<file path="src/rtl/tfp_pkg.sv">
`default_nettype none

package tfp_pkg;

	localparam int FIELD_COUNT      = 24;
	localparam int FRAME_DATA_BYTES = 34;
	localparam int OUT_TDATA_W      = 40;

	localparam logic [7:0] SOF_BYTE0 = 8'hEA;
	localparam logic [7:0] SOF_BYTE1 = 8'h01;
	localparam logic [7:0] SOF_BYTE2 = 8'hAA;
	localparam logic [7:0] SOF_BYTE3 = 8'hFF;
	localparam logic [7:0] EOF_BYTE  = 8'h0A;

	localparam logic [15:0] MASK_12 = 16'h0FFF;
	localparam logic [7:0]  MASK_6  = 8'h3F;
	localparam logic [7:0]  MASK_4  = 8'h0F;
	localparam logic [7:0]  MASK_2  = 8'h03;

	localparam logic KIND_FIELD = 1'b0;
	localparam logic KIND_CSUM_ERR = 1'b1;

	// frame bytes 4..37, element 0 is frame byte 4
	typedef logic [FRAME_DATA_BYTES-1:0][7:0] frame_t;

	typedef struct packed {
		logic        valid;
		logic        kind;
		logic [15:0] total;
	} emit_req_t;

	function automatic logic [15:0] field_value(input logic [4:0] idx, input frame_t f);
		logic [15:0] v;
		v = '0;
		unique case (idx)
			5'd0:    v = {f[0],  f[1]};
			5'd1:    v = {f[2],  f[3]};
			5'd2:    v = {f[4],  f[5]};
			5'd3:    v = {f[6],  f[7]};
			5'd4:    v = {f[8],  f[9]};
			5'd5:    v = {f[10], f[11]};
			5'd6:    v = {f[12], f[13]};
			5'd7:    v = {f[14], f[15]} & MASK_12;
			5'd8:    v = {f[16], f[17]} & MASK_12;
			5'd9:    v = {f[18], f[19]} & MASK_12;
			5'd10:   v = {f[20], f[21]};
			5'd11:   v = {8'h00, f[22] & MASK_6};
			5'd12:   v = {8'h00, f[23] & MASK_6};
			5'd13:   v = {8'h00, f[24] & MASK_4};
			5'd14:   v = {8'h00, (f[24] >> 4) & MASK_2};
			5'd15:   v = {8'h00, f[25] & MASK_4};
			5'd16:   v = {8'h00, f[26]};
			5'd17:   v = {8'h00, f[27]};
			5'd18:   v = {8'h00, f[28]};
			5'd19:   v = {8'h00, f[29]};
			5'd20:   v = {8'h00, f[30]};
			5'd21:   v = {8'h00, f[31]};
			5'd22:   v = {8'h00, f[32]};
			5'd23:   v = {8'h00, f[33]};
			default: v = '0;
		endcase
		return v;
	endfunction

endpackage

`default_nettype wire

</file>
<file path="src/rtl/tfp_byte_cell.sv">
`default_nettype none

module tfp_byte_cell (
	input  wire logic       clk,
	input  wire logic       arst_n,
	input  wire logic       shift,
	input  wire logic [7:0] d,
	output logic      [7:0] q
);

	logic [7:0] byte_q;

	always_ff @(posedge clk or negedge arst_n) begin
		if (!arst_n) begin
			byte_q <= '0;
		end else if (shift) begin
			byte_q <= d;
		end
	end

	assign q = byte_q;

endmodule

`default_nettype wire

</file>
<file path="src/rtl/tfp_field_emitter.sv">
`default_nettype none

module tfp_field_emitter
	import tfp_pkg::*;
(
	input  wire logic                   clk,
	input  wire logic                   arst_n,
	input  wire emit_req_t              req,
	input  wire frame_t                 frame,
	output logic                        load_ok,
	output logic                        m_tvalid,
	input  wire logic                   m_tready,
	output logic [OUT_TDATA_W-1:0]      m_tdata,  // field_index, field_value, error_total, pad
	output logic                        m_tuser,  // result_kind
	output logic                        m_tlast
);

	localparam logic [4:0] LAST_IDX = 5'(FIELD_COUNT - 1);

	logic        active_q;
	logic        kind_q;
	logic [4:0]  idx_q;
	logic [15:0] total_q;
	frame_t      frame_q;
	logic        last;
	logic [15:0] value;

	assign last    = (kind_q == KIND_CSUM_ERR) || (idx_q == LAST_IDX);
	assign load_ok = !active_q || (m_tready && last);

	always_ff @(posedge clk or negedge arst_n) begin
		if (!arst_n) begin
			active_q <= 1'b0;
			kind_q   <= KIND_FIELD;
			idx_q    <= '0;
			total_q  <= '0;
		end else if (req.valid) begin
			active_q <= 1'b1;
			kind_q   <= req.kind;
			idx_q    <= '0;
			total_q  <= req.total;
		end else if (active_q && m_tready) begin
			if (last) begin
				active_q <= 1'b0;
			end else begin
				idx_q <= idx_q + 5'd1;
			end
		end
	end

	always_ff @(posedge clk) begin
		if (req.valid) begin
			frame_q <= frame;
		end
	end

	assign value = (kind_q == KIND_CSUM_ERR) ? 16'h0000 : field_value(idx_q, frame_q);

	assign m_tvalid = active_q;
	assign m_tuser  = kind_q;
	assign m_tlast  = last;
	assign m_tdata  = {3'b000, total_q, value, idx_q};

endmodule

`default_nettype wire

</file>
<file path="src/rtl/telemetry_frame_parser.sv">
// A frame's last byte is registered into the window, then the emitter registers its run.
// One byte per cycle unless stalled; one result per cycle while m_tready is high; a valid frame gives 24.
// The input stalls only when a check that produces a result finds the previous run still
// being sent. The window is a 40-cell byte shift chain with a running 8-bit sum.
// Reset (arst_n low) clears the window, counters and output run; no clearing pass.
`default_nettype none

module telemetry_frame_parser
	import tfp_pkg::*;
#(
	parameter int FRAME_LENGTH = 40
) (
	input  wire logic                   clk,
	input  wire logic                   arst_n,
	input  wire logic                   s_tvalid,
	output logic                        s_tready,
	input  wire logic [7:0]             s_tdata,  // rx_byte
	output logic                        m_tvalid,
	input  wire logic                   m_tready,
	output logic [OUT_TDATA_W-1:0]      m_tdata,  // field_index, field_value, error_total, pad
	output logic                        m_tuser,  // result_kind
	output logic                        m_tlast   // last_of_run
);

	localparam int FW = $clog2(FRAME_LENGTH + 1);
	localparam logic [FW-1:0] FRESH_FULL = FW'(FRAME_LENGTH);

	logic [FRAME_LENGTH-1:0][7:0] win;
	logic [FRAME_LENGTH-1:0][7:0] win_in;
	logic                         accept;
	logic [FW-1:0]                fresh_q;
	logic [7:0]                   sum_q;
	logic [15:0]                  err_q;
	logic                         chk_q;
	logic                         hit;
	logic                         sum_ok;
	logic                         load_ok;
	logic                         fire;
	logic [15:0]                  err_inc;
	emit_req_t                    req;
	frame_t                       frame;

	assign accept = s_tvalid && s_tready;

	genvar k;
	generate
		for (k = 0; k < FRAME_LENGTH; k++) begin : g_cell
			if (k == FRAME_LENGTH - 1) begin : g_tail
				assign win_in[k] = s_tdata;
			end else begin : g_body
				assign win_in[k] = win[k+1];
			end
			tfp_byte_cell u_cell (
				.clk    (clk),
				.arst_n (arst_n),
				.shift  (accept),
				.d      (win_in[k]),
				.q      (win[k])
			);
		end
		for (k = 0; k < FRAME_DATA_BYTES; k++) begin : g_frame
			assign frame[k] = win[k+4];
		end
	endgenerate

	assign hit = chk_q && (fresh_q == FRESH_FULL) &&
		(win[0] == SOF_BYTE0) && (win[1] == SOF_BYTE1) &&
		(win[2] == SOF_BYTE2) && (win[3] == SOF_BYTE3) &&
		(win[FRAME_LENGTH-1] == EOF_BYTE);
	assign sum_ok  = (sum_q == win[FRAME_LENGTH-2]);
	assign fire    = hit && load_ok;
	assign err_inc = (err_q != 16'hFFFF) ? err_q + 16'd1 : err_q;

	assign s_tready = !(hit && !load_ok);

	always_comb begin
		req.valid = fire;
		req.kind  = sum_ok ? KIND_FIELD : KIND_CSUM_ERR;
		req.total = sum_ok ? err_q : err_inc;
	end

	always_ff @(posedge clk or negedge arst_n) begin
		if (!arst_n) begin
			fresh_q <= '0;
			sum_q   <= '0;
			err_q   <= '0;
			chk_q   <= 1'b0;
		end else begin
			chk_q <= accept || (hit && !load_ok);
			if (accept) begin
				sum_q <= sum_q + win[FRAME_LENGTH-2] - win[2];
			end
			if (fire && sum_ok) begin
				fresh_q <= accept ? FW'(1) : '0;
			end else if (accept && fresh_q != FRESH_FULL) begin
				fresh_q <= fresh_q + FW'(1);
			end
			if (fire && !sum_ok) begin
				err_q <= err_inc;
			end
		end
	end

	tfp_field_emitter u_emit (
		.clk      (clk),
		.arst_n   (arst_n),
		.req      (req),
		.frame    (frame),
		.load_ok  (load_ok),
		.m_tvalid (m_tvalid),
		.m_tready (m_tready),
		.m_tdata  (m_tdata),
		.m_tuser  (m_tuser),
		.m_tlast  (m_tlast)
	);

endmodule

`default_nettype wire

</file>
<file path="config.mk">
export PLATFORM = sky130hd
export DESIGN_NAME = telemetry_frame_parser
export DESIGN_NICKNAME = d
export VERILOG_FILES = /design/src/rtl/tfp_pkg.sv /design/src/rtl/tfp_byte_cell.sv /design/src/rtl/tfp_field_emitter.sv /design/src/rtl/telemetry_frame_parser.sv
export SDC_FILE = /design/constraint.sdc
export NUM_CORES = 1
export LEC_CHECK = 0
export BUFFER_PORTS_ARGS = -buffer_cell sky130_fd_sc_hd__buf_4
export CORE_MARGIN = 2
export CORE_UTILIZATION = 45
export DETAILED_ROUTE_END_ITERATION = 10
export PLACE_DENSITY = 0.71
export SETUP_SLACK_MARGIN = 0.2
export SLEW_MARGIN = 30
export SYNTH_ARGS = -nofsm -noshare
export SYNTH_HDL_FRONTEND = slang
export SYNTH_SLANG_ARGS = --single-unit
</file>
<file path="constraint.sdc">
create_clock -name clk -period 11.6 [get_ports clk]
set_input_delay 1.16 -clock clk [delete_from_list [all_inputs] [get_ports clk]]
set_output_delay 1.16 -clock clk [all_outputs]
set_load 0.02 [all_outputs]
</file>
# After elaboration in Yosys (flattened, before gate mapping)
# Cells that the tools add are included.
dict set report totals {
  regBits 624
  input_bits 12
  out_inout_bits 44
  wordCells 161
}
dict set report op_classes {
  add_sub_neg 5
  n_eq_ne 33
  mux 14
  reduce_logical 27
}
# op n
set ops {}
lappend ops {{16-bit case mux with 24 select lines} 1}
lappend ops {{16-bit two-way mux} 3}
lappend ops {{5-bit by 4-bit equality test with 1-bit output (second input constant)} 8}
lappend ops {{5-bit equality test (second input constant)} 8}
lappend ops {{8-bit equality test (second input constant)} 3}
lappend ops {{5-bit by 3-bit equality test with 1-bit output (second input constant)} 4}
lappend ops {{16-bit by 1-bit adder with 16-bit output (second input constant)} 1}
lappend ops {{16-bit inequality test (second input constant)} 1}
lappend ops {{5-bit two-way mux} 3}
lappend ops {{1-bit logical AND} 14}
lappend ops {{6-bit two-way mux} 2}
lappend ops {{5-bit by 2-bit equality test with 1-bit output (second input constant)} 2}
lappend ops {{8-bit adder} 1}
lappend ops {{8-bit by 1-bit equality test with 1-bit output (second input constant)} 1}
lappend ops {{8-bit by 4-bit equality test with 1-bit output (second input constant)} 1}
lappend ops {{8-bit equality test} 1}
lappend ops {{8-bit subtractor} 1}
lappend ops {{6-bit by 1-bit adder with 6-bit output (second input constant)} 1}
lappend ops {{6-bit equality test (second input constant)} 1}
lappend ops {{6-bit inequality test (second input constant)} 1}
lappend ops {{2-bit nonzero test} 3}
lappend ops {{5-bit by 1-bit adder with 5-bit output (second input constant)} 1}
lappend ops {{5-bit by 1-bit equality test with 1-bit output (second input constant)} 1}
lappend ops {{5-bit logical NOT} 1}
lappend ops {{5 further kinds} 15}

# Longest topological paths before layout
# Gate-level depths: netlist of the first run.
dict set report depth {
  ltp_word 13
  depth_mapped 12
  ltp_nobuf 12
}

# By module
# A second synthesis of the first run with hierarchy kept.
dict set report hier_totals {
  hier_cells 1603
  area_unflattened_um2 26507.9
}
# mod n_inst cells_per_inst area_per_inst_um2 seq_area_each_um2
set modules_own_cells {}
lappend modules_own_cells {tfp_byte_cell 40 17 331.6 200.2}
lappend modules_own_cells {tfp_field_emitter 1 640 10756.6 8082.8}
lappend modules_own_cells {telemetry_frame_parser 1 283 2488.6 775.7}

# Worst setup path after synthesis of the first run
# OpenSTA, ideal clock, no wires.
dict set report synth_path {
  kind {input to register}
  from {in m_tready}
  to {reg fresh_q[0]}
  setup_ns 0.125
  t_arrival_ns 5.109
  required_ns 11.475
  slack_ns 6.366
  path_stages 6
  n_path_buf 0
  cell_sequence {inv_1 -> o21ai_1 -> nand2_1 -> inv_2 -> a311oi_1 -> a211o_1}
}
dict set report synth_between {
  word_cells_on_any_way 12
  cone_classes {mux (2); reduce/logical (10)}
}
# item line
set synth_rtl {}
lappend synth_rtl {{start, declared} telemetry_frame_parser.sv:19} ;# input wire logic m_tready,
lappend synth_rtl {{1-bit logical AND (*)} tfp_field_emitter.sv:29} ;# assign load_ok = !active_q || (m_tready && last);
lappend synth_rtl {{1-bit logical OR (*)} tfp_field_emitter.sv:29}
lappend synth_rtl {{1-bit logical AND (*)} telemetry_frame_parser.sv:71} ;# assign fire = hit && load_ok;
lappend synth_rtl {{named net fire} telemetry_frame_parser.sv:38} ;# logic fire;
lappend synth_rtl {{1-bit logical AND (*)} telemetry_frame_parser.sv:93} ;# if (fire && sum_ok) begin
lappend synth_rtl {{6-bit two-way mux or 2-bit nonzero test (tied branches)} --}
lappend synth_rtl {{end signal, assigned} telemetry_frame_parser.sv:94} ;# fresh_q <= accept ? FW'(1) : '0;
lappend synth_rtl {{end signal, assigned} telemetry_frame_parser.sv:96} ;# fresh_q <= fresh_q + FW'(1);
lappend synth_rtl {{end, declared} telemetry_frame_parser.sv:31} ;# logic [FW-1:0] fresh_q;
# Mark *: on every way through the listed nets, which the timed path passes. The rest lies on a longest branch.
# A chain may end at the register's enable or synchronous reset.

# Worst setup path in the final report of the first run
dict set report layout_path {
  from {reg u_emit.idx_q[1]}
  to {out m_tdata[6]}
}
dict set report layout_between {
  elab_chain_cells 3
  word_cells_on_any_way 26
  cone_classes {eq/ne (23); mux (2); reduce/logical (1)}
}
# item line
set layout_lines {}
lappend layout_lines {{start, declared} tfp_field_emitter.sv:22} ;# logic [4:0] idx_q;
lappend layout_lines {{start signal, assigned} tfp_field_emitter.sv:46} ;# idx_q <= idx_q + 5'd1;
lappend layout_lines {{5-bit equality test, or another cell as far along} tfp_pkg.sv:35} ;# unique case (idx)
lappend layout_lines {{16-bit case mux with 24 select lines (*)} tfp_pkg.sv:35}
lappend layout_lines {{16-bit two-way mux (*)} tfp_field_emitter.sv:57} ;# assign value = (kind_q == KIND_CSUM_ERR) ? 16'h0000 : field_value(idx_q, frame_q);
lappend layout_lines {{end, declared} telemetry_frame_parser.sv:20} ;# output logic [OUT_TDATA_W-1:0] m_tdata,
# Mark *: on every way between the ends. The rest lies on a longest branch, timed or not.

==> results.tsv, run 1 <==
metric	value	unit
hold-fix buffers at CTS	0	
Synth Area in Simple Gates	0.0472	
GR Util met3	0.0474	
count of final hold-check violations	0	
number of cells in the design after placement	2273	
Synth Cell Area	0.0247	mm²
Setup crit end kind	output pin	
average cell area after synthesis	15.6	µm²
Critical Setup Path Class	reg -> out	
total number of yosys warnings	0	
number of nets with antenna violations after detailed routing	0	
worst path required time	10.44	ns
relative slew slack	0.299	
setup TNS	0	ns
Buf/Inv on CP	2	
First DRT Iteration DRCs	1358	
largest area contributor in the netlist	sky130_fd_sc_hd__dfrtp_1	
CTS root buffer	sky130_fd_sc_hd__clkbuf_16	
Slowest Stage Delay on Critical Path	0.84	ns
Post-DP HPWL	34.5	mm
post-cts resize count	0	
total count of max-transition violations in the final report	0	
via count of the first global-routing pass	13900	
async set-or-reset flop fraction in the synthesized netlist	0.599	
maximum number of pins on one net before global-route repair	188	
routed via count divided by cell count	5.73	
post-synthesis instance total	1583	
RSZ-0062 raised after global routing	no	
worst-case clock skew	0.0323	ns
relative area change from synthesis to final layout	12.3	%
row count	85	
fillers	4394	
Post-synth EDFFs	250	
vias post-DR	13700	
Post-Synth Adder-Cell Area	0.0138	
leakage component of the power	11.6	nW
detail-routed net length per standard cell	22.7	µm
measured slew at the worst slew-check pin	1.05	ns
cell family with the largest share of critical-path delay	simple AND/OR/NAND/NOR gates	
Global Route met2 Usage	0.305	
Psw	1.95	mW
TritonCTS clock tree	done	
CP Max Fanout	17	
max-capacitance violation count	0	
ordered list of cells on the worst path	inv_1 -> ha_1 -> nor2b_1 -> and3_1 -> a221oi_1 -> nand4_1 -> a2111oi_0 -> a21oi_1 -> buf_4	
CTS Sinks	624	
arrival time at the worst endpoint	4.46	ns
Critical Path Start Type	flop	
dominant combinational cell family by area after synthesis	multiplexers	
post-route DRC violation count	0	
Final GP Congestion	0.850	
area taken by flip-flops and latches	0.0169	mm²
ratio of cells with drive above 1 in the final layout	0.155	
sequential power share	0.483	
portion of netlist area occupied by mux cells	0.156	
Floorplan Core Area	0.0540	mm²
number of setup violations in the final report	0	
CTS buffer count	61	
highest ir drop seen on vdd	122	µV
clock latency on the worst-skew pair	0.63	ns
share of power burned in combinational logic	0.211	
detailed-router iteration count before antenna repair	6	
total congestion overflow after global routing	0	
floorplan die area	0.0568	mm²
Power Dens Cells	233	mW/mm²
status	complete, no violations	
parity-gate share of the synthesized area counting xor and xnor cells	0.0135	
Most used DFF post-synth	sky130_fd_sc_hd__dfrtp_1	
Final Critical Period	5.62	ns
overall global routing resource usage	0.195	
number of ports placed on the die boundary	56	
Int Power	4.52	mW
peak clock frequency supported by timing	0.178	GHz
area share of the largest cell type after synthesis	0.379	
synthesis-stage register bit count	624	
Worst Hold Class	in -> async	
DIE HEIGHT	238	µm
routed wire length	54.3	mm
switching portion of total power	0.301	
GR peak layer	met2	
final net count	1678	
starting utilization of the core area	0.458	
maximum level of the CTS H-tree	2	
floorplan die width	238	µm
final clock period utilization by the worst path	0.485	
top cells by area in the synthesized netlist	sky130_fd_sc_hd__dfrtp_1 38%, sky130_fd_sc_hd__edfxtp_1 30%, sky130_fd_sc_hd__mux2_1 11%, sky130_fd_sc_hd__mux2_2 3.9%, sky130_fd_sc_hd__buf_6 1.2%	
sequential share of the synthesized area	0.682	
number of non-filler instances in the completed layout	2392	
total power consumption of the routed design	6.47	mW
share of the synthesized area in compound gates (AO/OA/AOI/OAI)	0.0601	
port bufs	52	
Reg clk slew, reported paths	0.07	ns
Worst path slowest cell	sky130_fd_sc_hd__and3_1	
Clk pwr share	0.306	
met1 track utilization from global routing	0.262	
number of buffers inserted to repair setup after CTS	0	
wire length of the first global-routing pass	84.3	mm
number of different library cells in the post-synthesis netlist	59	
Max Root-Sink Buffers	3	
combined area of the multi-input logic cells	0.00722	mm²
antenna violations before repair	7	
-- power groups by stage --
| stage | sequential, mW | clock (mW) | combinational (mW) |
|---|---|---|---|
| 6_report | 3.13 | 1.98 | 1.36 |
| 4_1_cts | 3.12 | 2.02 | 1.36 |
| 3_5_place_dp | 3.16 | 0 | 1.35 |
| 3_3_place_gp | 3.13 | 0 | 1.31 |
| 5_1_grt | 3.19 | 2.10 | 1.48 |
| 2_1_floorplan | 3.01 | 0 | 0.918 |
-- worst paths after layout --
kind                                        start                     end  slack [ns]  cells after the start
setup / recovery                  u_emit.idx_q[1]              m_tdata[6]        5.98                      9
hold / removal                             arst_n  g_cell[25].u_cell.q[2]        0.45                      1
setup reg to reg                  u_emit.idx_q[2]     u_emit.frame_q[166]        6.60                      7
hold reg to reg            g_cell[20].u_cell.q[1]     u_emit.frame_q[129]        0.45                      0
max in group asynchronous                  arst_n  g_cell[11].u_cell.q[6]        9.23                      3
min in group clk           g_cell[20].u_cell.q[1]     u_emit.frame_q[129]        0.45                      0
-- registers in the layout, indices dropped and copies added (netlist names) --
register / count
g_cell.u_cell.q: 320
u_emit.total_q: 16
u_emit.frame_q: 250
fresh_q: 6
err_q: 16
u_emit.m_tuser: 1
u_emit.idx_q: 5
u_emit.m_tvalid: 1
sum_q: 8
chk_q: 1
-- through the flow --
| step | area, µm² | util | hold WS, ns | setup slack (ns) |
|---|---|---|---|---|
| floorplan | 24700 | - | 0.434 | 6.37 |
| global placement | 25700 | 0.475 | 0.443 | 6.69 |
| detailed placement | 25700 | 0.475 | 0.451 | 6.67 |
| CTS | 27700 | 0.512 | 0.460 | 6.06 |
| global route | 27800 | 0.514 | 0.472 | 5.90 |
| finish | 27800 | 0.514 | 0.446 | 5.98 |
-- cell type report --
class,count,share of cell area
inverters,37,0.00527
clock inverters,25,0.0101
multi-input cells,843,0.260
repair buffers,76,0.0238
clock buffers,90,0.0618
well taps,696,0.0314
flip-flops and latches,624,0.607
diodes,1,0.0000901
-- synth_stat cells (3+ instances only) --
cell and instances:
sky130_fd_sc_hd__a222oi_1 15, sky130_fd_sc_hd__nor2b_1 9, sky130_fd_sc_hd__mux2_1 246, sky130_fd_sc_hd__edfxtp_1 250, sky130_fd_sc_hd__fa_1 7, sky130_fd_sc_hd__nor4bb_1 4, sky130_fd_sc_hd__nand2b_1 9, sky130_fd_sc_hd__buf_4 6
sky130_fd_sc_hd__and2_1 3, sky130_fd_sc_hd__dfrtp_1 374, sky130_fd_sc_hd__buf_6 27, sky130_fd_sc_hd__o31ai_1 3, sky130_fd_sc_hd__xnor2_1 5, sky130_fd_sc_hd__and4b_1 3, sky130_fd_sc_hd__o21ai_0 40, sky130_fd_sc_hd__xor2_1 33
sky130_fd_sc_hd__mux2_2 86, sky130_fd_sc_hd__nand2_1 70, sky130_fd_sc_hd__a21o_1 3, sky130_fd_sc_hd__a31oi_1 20, sky130_fd_sc_hd__buf_2 10, sky130_fd_sc_hd__and3_1 11, sky130_fd_sc_hd__nand3_1 19, sky130_fd_sc_hd__and4_1 5
sky130_fd_sc_hd__nor3_1 15, sky130_fd_sc_hd__a2111oi_0 4, sky130_fd_sc_hd__a32oi_1 12, sky130_fd_sc_hd__nand4_1 20, sky130_fd_sc_hd__inv_1 36, sky130_fd_sc_hd__buf_1 4, sky130_fd_sc_hd__a22o_1 28, sky130_fd_sc_hd__clkbuf_1 34
sky130_fd_sc_hd__nor4_1 4, sky130_fd_sc_hd__a22oi_1 26, sky130_fd_sc_hd__mux2i_1 11, sky130_fd_sc_hd__a21oi_1 25, sky130_fd_sc_hd__nor4b_1 5, sky130_fd_sc_hd__ha_1 16, sky130_fd_sc_hd__a221oi_1 11, sky130_fd_sc_hd__nor2_1 47
-- cells in the final DEF, fill, tap and decap left out, drive strengths merged, types with 4 or more instances in the layout --
cell type  Yosys  final
a2111oi        4      4
a21oi         25     25
a221oi        11     11
a222oi        15     15
a22o          28     28
a22oi         26     26
a31oi         20     20
a32oi         12     12
and2           4      4
and3          11     11
and4           5      5
buf           47     76
bufinv         0      6
clkbuf        34     90
clkinv         0     15
dfrtp        374    374
edfxtp       250    250
fa             7      7
ha            16     16
inv           37     39
mux2         332    332
mux2i         11     11
nand2         70     70
nand2b         9      9
nand3         19     19
nand4         20     20
nor2          47     47
nor2b          9      9
nor3          15     15
nor4           4      4
nor4b          5      5
nor4bb         4      4
o21ai         42     42
xnor2          5      5
xor2          33     33
-- kinds of logic (layout without fill, tap and decap cells) --
group           Yosys count  after routing
xor+xnor                 38             38
buf+inv                 118            228
mux                     343            343
compound gates          206            206
other cells               1              4
flops                   624            624
fa+ha+maj                23             23
simple gates            230            230
-- layer usage --
| metal | wire length (µm) | vias to the layer above | part of all wire |
|---|---|---|---|
| met4 | 2060 | 4 | 0.038 |
| met1 | 22500 | 7069 | 0.41 |
| li1 | - | 6044 | - |
| met2 | 25400 | 470 | 0.47 |
| met3 | 4400 | 124 | 0.081 |
| met5 | 26 | - | 0.00048 |
No activity file was read; power rests on OpenSTA's default activity.
==> run 2: changes to the inputs <==
==> constraint.sdc (replaced) <==
create_clock -name clk -period 5.8 [get_ports clk]
set_input_delay 0.58 -clock clk [delete_from_list [all_inputs] [get_ports clk]]
set_output_delay 0.58 -clock clk [all_outputs]
set_load 0.02 [all_outputs]
==> run 2 against run 1 <==
Net effect: global-route usage increased by 0.22 points; utilization increased by 0.23 points; clock-buffer cell count decreased by 10; combinational power increased by 100%; register-to-register slack got worse by 4.7 ns; die area unchanged; highest routed layer is now met4.
==> results.tsv, run 2 (synthesis results as in run 1) <==
metric	value	unit	change
status	complete, no violations		
count of final hold-check violations	0		unchanged
floorplan die area	0.0568	mm²	unchanged
total count of max-transition violations in the final report	0		unchanged
Worst Hold Endpoint	g_cell[39].u_cell.q[5]		
Worst Hold Class	in -> reg		
routed length on met1	23.4	mm	+4.0%
number of ports placed on the die boundary	56		unchanged
Clk pwr share	0.303		-0.003
clock latency on the worst-skew pair	0.62	ns	about the same
measured slew at the worst slew-check pin	0.982	ns	-0.0660 ns
maximum number of pins on one net before global-route repair	99		-47%
floorplan die width	238	µm	unchanged
leakage component of the power	11.7	nW	+0.43%
row count	85		unchanged
antenna violations before repair	1		-6
CP Max Fanout	17		unchanged
routed wire length	55.4	mm	+1.9%
post-route DRC violation count	0		unchanged
final clock period utilization by the worst path	0.801		
Psw	3.84	mW	+97%
switching portion of total power	0.299		-0.00220
Max Root-Sink Buffers	3		unchanged
Slowest Stage Delay on Critical Path	0.89	ns	+0.05 ns
WHS Path Cells	2		
CTS buffer count	59		-3.3%
port bufs	52		unchanged
most frequent cells in the layout	373 x sky130_fd_sc_hd__dfrtp_1, 250 x sky130_fd_sc_hd__edfxtp_1, 246 x sky130_fd_sc_hd__mux2_1		
number of setup violations in the final report	0		unchanged
detailed-router iteration count before antenna repair	6		unchanged
maximum level of the CTS H-tree	2		unchanged
Critical Path Start Type	flop		
First DRT Iteration DRCs	1359		+0.074%
relative slew slack	0.345		+0.0462
fillers	4459		+1.5%
met2 layer wire length in the routed design	25.7	mm	+1.3%
endpoint of the lowest-slack register-to-register path	u_emit.frame_q[94]		
Worst path slowest cell	sky130_fd_sc_hd__nor4b_2		
Hold Startpoint	s_tdata[5]		
met3 WL post-DR	4.12	mm	-6.2%
detail-routed net length per standard cell	23.1	µm	+1.8%
fraction of the core area covered by cells at the end of the flow	0.516		+0.00227
highest ir drop seen on vdd	265	µV	+120%
Worst path most repeated cell	sky130_fd_sc_hd__buf_4		
area taken by flip-flops and latches	0.0169	mm²	about the same
commonest non-fill, non-tap cell in the layout	sky130_fd_sc_hd__dfrtp_1		
peak clock frequency supported by timing	0.215	GHz	
startpoint of the worst-slack reg-to-reg timing path	u_emit.idx_q[0]		
number of cell instances on the worst register-to-register path	7		unchanged
total congestion overflow after global routing	0		unchanged
Power Dens Cells	460	mW/mm²	+97%
number of buffers inserted to repair setup after CTS	0		unchanged
Post-DP HPWL	36.4	mm	+5.7%
CTS root buffer	sky130_fd_sc_hd__clkbuf_16		
setup TNS	0	ns	unchanged
relative area change from synthesis to final layout	12.8	%	
CTS Sinks	624		unchanged
worst path required time	5.22	ns	-5.22 ns
ordered list of cells on the worst path	inv_1 -> ha_1 -> nor4b_2 -> buf_4 -> a22o_1 -> a221oi_1 -> nand4_1 -> a2111oi_0 -> a21oi_1 -> buf_4		
arrival time at the worst endpoint	4.06	ns	-0.40 ns
Worst Slack Setup Final	1.16	ns	-4.82 ns
vias post-DR	13700		+0.19%
number of nets with antenna violations after detailed routing	0		unchanged
DIE HEIGHT	238	µm	unchanged
overall global routing resource usage	0.197		+0.00217
pre-CTS worst setup slack	1.85	ns	-4.82 ns
ratio of cells with drive above 1 in the final layout	0.163		+0.00856
wire length of the first global-routing pass	84.5	mm	+0.23%
worst-case clock skew	0.0123	ns	-0.0200 ns
Int Power	8.99	mW	+99%
Final Critical Period	4.64	ns	
Setup crit end kind	output pin		
RSZ-0062 raised after global routing	no		
final net count	1683		+0.30%
share of power burned in combinational logic	0.212		about the same
Final GP Congestion	0.921		+8.3%
combined area of the multi-input logic cells	0.00726	mm²	+0.47%
setup slack of the worst register-to-register path	1.94	ns	-4.66 ns
Top Layer Used	met4		
max-capacitance violation count	0		unchanged
flip-flop count of the largest register after layout	320		unchanged
via count of the first global-routing pass	13800		-0.46%
Critical Setup Path Class	reg -> out		
sequential power share	0.485		+0.002
routed via count divided by cell count	5.74		about the same
starting utilization of the core area	0.458		unchanged
TritonCTS clock tree	done		
Reg clk slew, reported paths	0.06	ns	about the same
Floorplan Core Area	0.0540	mm²	unchanged
run 2: cell count changes in the layout (fill, tap and decap cells not counted), moves of 3 or more:
cell / delta
sky130_fd_sc_hd__buf_12: +8
sky130_fd_sc_hd__nor3_2: -5
sky130_fd_sc_hd__clkbuf_1: -9
sky130_fd_sc_hd__buf_6: -3
sky130_fd_sc_hd__clkinv_1: -4
sky130_fd_sc_hd__nor3_4: +5
sky130_fd_sc_hd__clkinv_2: +10
run 2: how the worst max path moves through the flow:
stage                    start          end  slack, ns  cells past startpoint
6_report       u_emit.idx_q[0]   m_tdata[6]       1.16                     10
5_1_grt        u_emit.idx_q[1]   m_tdata[9]       1.05                      9
4_1_cts        u_emit.idx_q[0]  m_tdata[10]       1.17                      9
3_5_place_dp   u_emit.idx_q[0]  m_tdata[10]       1.85                      9
3_3_place_gp   u_emit.idx_q[0]  m_tdata[10]       1.97                      9
2_1_floorplan  u_emit.idx_q[3]   fresh_q[0]       0.67                      9
run 2: stage by stage:
step | cell area, µm² | hold WS, ns | instances | power, mW
2_1_floorplan | 24700 | 0.284 | 1585 | 7.86
3_3_place_gp | 25900 | 0.445 | 2280 | 8.84
3_5_place_dp | 25900 | 0.450 | 2282 | 9.00
4_1_cts | 27900 | 0.132 | 2394 | 12.9
5_1_grt | 27900 | 0.151 | 2394 | 13.4
6_report | 27900 | 0.170 | 2395 | 12.8
run 2: per-layer routing:
metal,track usage,up-vias
li1,-,6052
met1,0.270,7015
met2,0.307,536
met3,0.0394,134
met4,0.0830,0
met5,0,-
run 2: power by group through the flow:
stage / Sequential, mW / Combinational, mW / Clock, mW
floorplan: 6.02 / 1.84 / 0
global placement: 6.24 / 2.60 / 0
detailed placement: 6.30 / 2.69 / 0
CTS: 6.22 / 2.72 / 3.97
global route: 6.33 / 2.94 / 4.14
finish: 6.22 / 2.72 / 3.89
run 2: what timing repair did:
item | 4_1_cts | 5_1_grt
resized for setup | 0 | 0
hold buffers | 1 | 0
endpoints found under the setup margin | 0 | 0
hold endpoints to repair | 47 | 0
run 2: layout make-up:
class / instances / area share
well taps: 696 / 0.0312
inverters: 37 / 0.00525
diodes: 1 / 0.0000897
clock buffers: 80 / 0.0598
flip-flops and latches: 624 / 0.605
clock inverters: 31 / 0.0105
multi-input cells: 843 / 0.260
repair buffers: 83 / 0.0282
run 2: critical path: cells and delay by family (launching register included):
kind,cells,cell delay (ns)
AO/OA/AOI/OAI,4,0.65
adder cells (fa/ha/maj),1,0.67
buffers and inverters,3,0.64
flip-flops,1,0.45
AND/OR/NAND/NOR,2,1.02
==> run 3: changes to the inputs <==
==> constraint.sdc (replaced) <==
create_clock -name clk -period 4.4 [get_ports clk]
set_input_delay 0.44 -clock clk [delete_from_list [all_inputs] [get_ports clk]]
set_output_delay 0.44 -clock clk [all_outputs]
set_load 0.02 [all_outputs]
==> run 3 against run 2 <==
Net effect: setup slack worse by 0.88 ns; clock skew increased by 0.011 ns; first-iteration DRC count is 0.81% higher; power is 32% higher; critical path type unchanged; clock-buffer cell count is 7 higher; die area stayed put; wire length decreased by 2.3%; cell count up 0.54%; clock power is 30% higher; sequential share of layout area barely moved; critical endpoint unchanged; combinational power is 33% higher; final area about the same.
==> results.tsv, run 3 (synthesis results as in run 1) <==
metric	value	unit	change
final clock period utilization by the worst path	0.938		
leakage component of the power	11.7	nW	+0.16%
setup slack of the worst register-to-register path	1.05	ns	-0.89 ns
number of non-filler instances in the completed layout	2408		+0.54%
Floorplan Core Area	0.0540	mm²	unchanged
peak clock frequency supported by timing	0.242	GHz	
worst-case clock skew	0.0228	ns	+0.0105 ns
Setup crit end kind	output pin		
Worst path most repeated cell	sky130_fd_sc_hd__buf_4		
Worst Slack Setup Final	0.272	ns	-0.884 ns
fraction of the core area covered by cells at the end of the flow	0.516		about the same
floorplan die width	238	µm	unchanged
floorplan die area	0.0568	mm²	unchanged
vias post-DR	13700		-0.21%
arrival time at the worst endpoint	3.69	ns	-0.37 ns
number of buffers inserted to repair setup after CTS	0		unchanged
Power Dens Cells	605	mW/mm²	+32%
highest ir drop seen on vdd	366	µV	+38%
routed via count divided by cell count	5.69		-0.75%
routed wire length	54.1	mm	-2.3%
status	complete, no violations		
beginning of the critical path	u_emit.idx_q[4]		
CTS root buffer	sky130_fd_sc_hd__clkbuf_16		
Worst path slowest cell	sky130_fd_sc_hd__dfrtp_1		
Critical Setup Path Class	reg -> out		
setup TNS	0	ns	unchanged
detail-routed net length per standard cell	22.5	µm	-2.9%
starting utilization of the core area	0.458		unchanged
overall global routing resource usage	0.193		-0.00393
RSZ-0062 raised after global routing	yes		
via count of the first global-routing pass	13800		-0.029%
wire length of the first global-routing pass	83.2	mm	-1.6%
clock latency on the worst-skew pair	0.62	ns	about the same
flip-flop count of the largest register after layout	320		unchanged
Max Root-Sink Buffers	3		unchanged
Worst Hold Endpoint	g_cell[39].u_cell.q[1]		
Worst Hold Class	in -> reg		
Final GP Congestion	0.936		+1.6%
ordered list of cells on the worst path	nor2b_1 -> buf_4 -> and2_0 -> a22o_1 -> a221oi_1 -> a21oi_1 -> buf_4		
number of cell instances on the worst register-to-register path	7		unchanged
ratio of cells with drive above 1 in the final layout	0.164		+0.00129
worst path required time	3.96	ns	-1.26 ns
Slowest Stage Delay on Critical Path	0.85	ns	-0.04 ns
commonest non-fill, non-tap cell in the layout	sky130_fd_sc_hd__dfrtp_1		
number of setup violations in the final report	0		unchanged
antenna violations before repair	4		+3
Post-DP HPWL	35.7	mm	-2.2%
Hold Startpoint	s_tdata[1]		
port bufs	52		unchanged
most frequent cells in the layout	373 x sky130_fd_sc_hd__dfrtp_1, 250 x sky130_fd_sc_hd__edfxtp_1, 246 x sky130_fd_sc_hd__mux2_1		
Critical Path Start Type	flop		
max-capacitance violation count	0		unchanged
maximum number of pins on one net before global-route repair	125		+26%
Final Critical Period	4.13	ns	
CP Max Fanout	22		+5
total count of max-transition violations in the final report	0		unchanged
endpoint of the lowest-slack register-to-register path	g_cell[20].u_cell.q[3]		
Reg clk slew, reported paths	0.06	ns	about the same
fillers	4411		-1.1%
relative area change from synthesis to final layout	12.8	%	about the same
WHS Path Cells	2		unchanged
final net count	1695		+0.71%
CTS buffer count	59		unchanged
row count	85		unchanged
pre-CTS worst setup slack	0.753	ns	-1.10 ns
startpoint of the worst-slack reg-to-reg timing path	g_cell[39].u_cell.q[2]		
relative slew slack	0.367		+0.0226
number of ports placed on the die boundary	56		unchanged
number of nets with antenna violations after detailed routing	0		unchanged
maximum level of the CTS H-tree	2		unchanged
First DRT Iteration DRCs	1370		+0.81%
detailed-router iteration count before antenna repair	9		+3
count of final hold-check violations	0		unchanged
post-route DRC violation count	0		unchanged
number of cells in the design after placement	2294		+0.53%
DIE HEIGHT	238	µm	unchanged
CTS Sinks	624		unchanged
measured slew at the worst slew-check pin	0.948	ns	-0.0339 ns
total power consumption of the routed design	16.9	mW	+32%
TritonCTS clock tree	done		
total congestion overflow after global routing	0		unchanged
run 3: cell count changes in the layout (fill, tap and decap cells not counted), sizes merged:
cell,before,now
clkinv,23,16
diode,1,3
bufinv,5,4
buf,82,94
clkbuf,80,87
run 3: worst max path at each step:
stage,endpoint,cells after the start
5_1_grt,m_tdata[6],9
3_3_place_gp,m_tdata[9],9
4_1_cts,m_tdata[10],9
2_1_floorplan,fresh_q[0],9
6_report,m_tdata[6],7
3_5_place_dp,m_tdata[9],9
run 3: report_power, final:
group | switching, mW | internal, mW
combinational | 2.04 | 1.58
clock | 2.15 | 2.89
sequential | 0.879 | 7.34
total | 5.07 | 11.8
run 3: worst max-delay path: cells and delay by family, from the launching register on:
kind                   cells  cell delay, ns
and+or+nand+nor            2            0.97
DFF                        1            0.85
AOI/OAI and AO/OA          3            0.82
buffers and inverters      2            0.40
run 3: layout make-up:
class	instances	area [µm²]	area share
Sequential cell	624	16900	0.605
Multi-Input combinational cell	843	7240	0.260
Clock buffer	87	1690	0.0604
Tap cell	696	871	0.0312
Timing Repair Buffer	95	836	0.0300
Clock inverter	23	233	0.00834
Inverter	37	151	0.00543
Antenna cell	3	7.51	0.000269
run 3: repair_timing:
| action | in CTS | in global routing |
|---|---|---|
| endpoints found under the setup margin | 5 | 5 |
| hold endpoints to repair | 91 | 0 |
| gates resized for setup | 2 | 4 |
| pin swaps | 0 | 0 |
| hold buffers | 1 | 0 |
run 3: per-layer routing:
metal  vias up  track usage  part of all wire  routed length, µm
met2       520        0.308              0.48              25900
met3       130       0.0470             0.078               4200
met4         2       0.0693             0.034               1830
met5         -            0           0.00024                 13
li1       6086            -                 -                  -
met1      6970        0.258              0.41              22200
run 3: metrics by stage:
stage	cell area (µm²)	hold slack (ns)
finish	27900	0.0372
global placement	25900	0.445
floorplan	24700	0.144
global route	27900	0.0271
CTS	27900	0.00386
detailed placement	25900	0.449
